--- src/hdl/aap_pkg.sv ---
`timescale 1ns / 1ps

package aap_pkg;

    localparam int COORD_W = 32;
    localparam int ENTRY_W = 18;
    localparam int QW      = 34;

    typedef logic signed [QW-1:0]      q_t;
    typedef logic signed [ENTRY_W-1:0] entry_t;
    typedef logic signed [COORD_W-1:0] coord_t;

    typedef struct packed {
        coord_t x;
        coord_t y;
        coord_t z;
    } point_t;

    // Matrix and status handed from the coefficient builder to the datapath.
    typedef struct packed {
        logic                    busy;
        logic                    zero_axis;
        logic [8:0][ENTRY_W-1:0] entry;
    } coef_t;

    localparam q_t              Q_ONE        = 34'sd268435456;
    localparam logic [QW-1:0]   HALF_PI      = 34'd421657428;
    localparam logic [QW-1:0]   HALF_PI_HALF = 34'd210828714;
    // Eight and a half quarter turns keep the reduction operand positive.
    localparam logic [QW:0]     RED_BIAS     = 35'd3584088138;
    localparam entry_t          ENTRY_ONE    = 18'sd65536;

    localparam logic [1:0] REG_ANGLE  = 2'd0;
    localparam logic [1:0] REG_AXIS_X = 2'd1;
    localparam logic [1:0] REG_AXIS_Y = 2'd2;
    localparam logic [1:0] REG_AXIS_Z = 2'd3;

endpackage

--- src/hdl/aap_fifo.sv ---
`timescale 1ns / 1ps

module aap_fifo #(
    parameter int DEPTH = 4
) (
    input  logic            clk,
    input  logic            rst_n,
    input  logic            push,
    input  aap_pkg::point_t wdata,
    input  logic            pop,
    output aap_pkg::point_t rdata,
    output logic            empty,
    output logic            full
);
    import aap_pkg::*;

    localparam int AW = (DEPTH > 1) ? $clog2(DEPTH) : 1;
    localparam int CW = $clog2(DEPTH + 1);

    point_t        mem_reg [DEPTH];
    logic [AW-1:0] wr_ptr_reg;
    logic [AW-1:0] rd_ptr_reg;
    logic [CW-1:0] cnt_reg;
    logic          do_push;
    logic          do_pop;

    assign empty   = (cnt_reg == '0);
    assign full    = (cnt_reg == CW'(DEPTH));
    assign do_push = push && !full;
    assign do_pop  = pop && !empty;
    assign rdata   = mem_reg[rd_ptr_reg];

    always_ff @(posedge clk or negedge rst_n)
    begin
        if (!rst_n)
        begin
            wr_ptr_reg <= '0;
            rd_ptr_reg <= '0;
            cnt_reg    <= '0;
        end
        else
        begin
            if (do_push)
                wr_ptr_reg <= (wr_ptr_reg == AW'(DEPTH - 1)) ? '0 : wr_ptr_reg + 1'b1;
            if (do_pop)
                rd_ptr_reg <= (rd_ptr_reg == AW'(DEPTH - 1)) ? '0 : rd_ptr_reg + 1'b1;
            if (do_push && !do_pop)
                cnt_reg <= cnt_reg + 1'b1;
            else if (do_pop && !do_push)
                cnt_reg <= cnt_reg - 1'b1;
        end
    end

    always_ff @(posedge clk)
    begin
        if (do_push)
            mem_reg[wr_ptr_reg] <= wdata;
    end

endmodule

--- config.mk ---
export PLATFORM = sky130hd
export DESIGN_NAME = aap_fifo
export DESIGN_NICKNAME = d
export VERILOG_FILES = /design/src/hdl/aap_pkg.sv /design/src/hdl/aap_fifo.sv
export SDC_FILE = /design/constraint.sdc
export NUM_CORES = 1
export LEC_CHECK = 0
export BUFFER_PORTS_ARGS = -buffer_cell sky130_fd_sc_hd__buf_2
export CAP_MARGIN = 20
export CORE_AREA = 2 2 182 184
export CTS_CLUSTER_DIAMETER = 150
export DETAILED_ROUTE_END_ITERATION = 8
export DIE_AREA = 0 0 184 186
export SYNTH_ARGS = -nofsm -noshare
export SYNTH_HDL_FRONTEND = slang
export SYNTH_SLANG_ARGS = --single-unit
export TNS_END_PERCENT = 50
--- constraint.sdc ---
create_clock -name clk -period 9.7 [get_ports clk]
set_input_delay 0.485 -clock clk [delete_from_list [all_inputs] [get_ports clk]]
set_output_delay 0.485 -clock clk [all_outputs]
set_load 0.1 [all_outputs]
==> summary.txt <==
Outcome
  – Status: finished, final reports clean

Setup path
  – Critical path data arrival time: 3.15 ns
  – Critical path peak fanout: 45
  – Max incr delay on CP: 0.83 ns
  – CP Data Required Time: 9.22 ns
  – Crit path cell chain: buf_4 -> mux4_2 -> buf_2
  – Crit start category: flip-flop
  – Crit-path slowest cell: buf_4
  – Top delay family on crit path: buffers and inverters
  – Crit path capture type: output pin
  – CP bufs+invs: 2
  – CP Class: flip-flop to output pin

Placed design
  – Post-DP HPWL: 16100 um
  – Routability cong.: 0.716
  – Post-placement cell count: 1130
  – Port bufs: 197
  – Cell area after placement: about 16000 um^2

Clock tree
  – CTS sink count: 391
  – Root Buffer Master: clkbuf_16
  – Clk buf depth: 3
  – Insertion delay to the later sink of the worst-skew pair: 0.52 ns
  – Number of buffers created by CTS: 41
  – CTS tree: yes
  – Post-CTS setup buffers: 0
  – H-tree lvl count: 2
  – Clk pin slew, worst setup/hold paths: 0.06 ns
  – Post-CTS Resized: 0

Layout
  – Share of post-route cells with drive strength above 1: 0.470
  – Commonest non-fill, non-tap cell in the layout: edfxtp_1
  – Syn-to-layout area delta: 19.1%
  – Max reg flops: 384
  – Cell area after layout: 17000 um^2
  – Layout net count: 873
  – Most frequent cells in the layout: edfxtp_1, buf_2, mux4_2, clkbuf_16, clkinv_2
  – Fill cell count: 2495
  – Post-route insts no fill: ~1200

Floorplan
  – Rows: 66
  – I/O pins: 198
  – Core area: around 32000 um^2
  – Starting density of the core: 0.444
  – DIE WIDTH: 184 um
  – Die H: roughly 190 um
  – Area of the die: between 30000 and 40000 um^2

STA
  – Final min period: 3.63 ns
  – FMAX: 275 MHz
  – Least-Margin Pin Slew: 0.930 ns
  – Setup violators final: 0
  – RSZ-0062 raised after global routing: false
  – Hold Fails Final Rpt: 0
  – Setup TNS Final: 0 ns
  – Hold slack: 0.180 ns
  – Tcrit/Tclk final: 0.374
  – Rel. slew slack: 0.380
  – Final Max Slew Viols: 0
  – Clock Skews: between 0.01 and 0.015 ns

Detailed routing
  – Drt total wl: ~27000 um
  – DR DRC count: 0
  – Detail Route Antenna Nets: 0
  – WL/cell: 22.2 um
  – Initial DRC count: 424
  – Via count: 6391
  – DR pass1 iterations: 5
  – Vias per cell: 5.27

Global route
  – First-pass GRT wire length: 40800 um
  – Vias in the first global route: a little over 7000
  – Tot GR Track Use: 0.160
  – Initial antenna violation count: 11
  – Overflow after GRT: 0
  – Largest net degree at the start of global routing: 57

Logic synthesis
  – Async set or reset register ratio after synthesis: 0.0179
  – Synth top area cells: edfxtp_1, mux4_2, dfrtp_1
  – Mapped Area: 14300 um^2
  – Post-synth net total: 646
  – Dominant cell type by area after synthesis: edfxtp_1
  – Sequential share of the synthesized area: 0.819
  – Dominant synthesized flop cell: edfxtp_1
  – Synth cell types: 23
  – Cells after Synth: 539
  – Syn avg cell area: 26.5 um^2
  – EDFF count, synth: 384
  – Yosys reg bits: 391
  – Synth Warn #: 0
  – Area share of the largest cell type after synthesis: 0.807

Min path
  – Worst hold path class: input port to flip-flop

Run
  – Max_cap viols: 0
[cell type report]
type / instances / area (um^2) / area share
sequential: 391 / 11700 / 0.688
multi-input combinational: 123 / 2430 / 0.143
clock buffer: 50 / 1110 / 0.0653
timing repair buffer: 206 / 1060 / 0.0620
tap: 408 / 510 / 0.0300
clock inverter: 25 / 174 / 0.0102
antenna: 6 / 15.0 / 0.000882
inverter: 3 / 11.3 / 0.000662
[cells by family after synthesis]
kind of cell	share of synthesized area
flip-flops	0.819
multiplexers	0.154
buffers and inverters	0.0117
AND/OR/NAND/NOR	0.00455
adder cells (fa/ha/maj)	0.00666
XOR/XNOR	0.00184
AO/OA/AOI/OAI	0.00140
[metal layers]
metal | vias up | routed length [um] | GRT usage
met4 | 10 | 639 | 0.0515
met2 | 193 | 13500 | 0.273
li1 | 2794 | - | -
met3 | 53 | 2040 | 0.0540
met1 | 3341 | 10600 | 0.193
met5 | - | 58 | 0
[repair_timing]
| action | CTS | global route |
|---|---|---|
| setup endpoints to repair | 0 | 0 |
| hold buffers | 1 | 0 |
| endpoints found under the hold margin | 7 | 0 |
[worst paths after layout]
path | from | to | slack (ns) | cells past startpoint
min in group asynchronous | rst_n | wr_ptr_reg[1]$_DFFE_PN0P_ | 0.33 | 2
worst max-delay path | rd_ptr_reg[0]$_DFFE_PN0P_ | rdata[26] | 6.07 | 3
worst min register to register | cnt_reg[2]$_DFFE_PN0P_ | cnt_reg[2]$_DFFE_PN0P_ | 0.54 | 1
worst min-delay path | wdata[34] | mem_reg[1][34]$_DFFE_PP_ | 0.18 | 1
max in group asynchronous | rst_n | rd_ptr_reg[0]$_DFFE_PN0P_ | 9.17 | 2
worst max register to register | cnt_reg[2]$_DFFE_PN0P_ | mem_reg[0][46]$_DFFE_PP_ | 6.89 | 4
[cell usage after synthesis, types with 3 or more instances]
cell type	number
buf_4	6
clkbuf_1	5
mux4_2	96
ha_1	6
mux2_2	4
and2_1	3
dfrtp_1	7
inv_1	3
buf_2	7
edfxtp_1	384
nor2_1	3
[stage by stage]
step	utilization	setup WS, ns
final	0.529	6.07
after global routing	0.528	5.78
after CTS	0.528	5.92
after detailed placement	0.488	6.49
after global placement	0.488	6.51
after floorplan	-	4.30
[worst reg2reg max path: cells and delay by family, from the launching register on]
kind,cells,cell delay [ns]
DFF,1,0.42
buffers and inverters,1,0.79
and+or+nand+nor,3,1.16
Power is not shown: default switching activity piles up to over one toggle a cycle in this logic, so the estimate is an artifact.
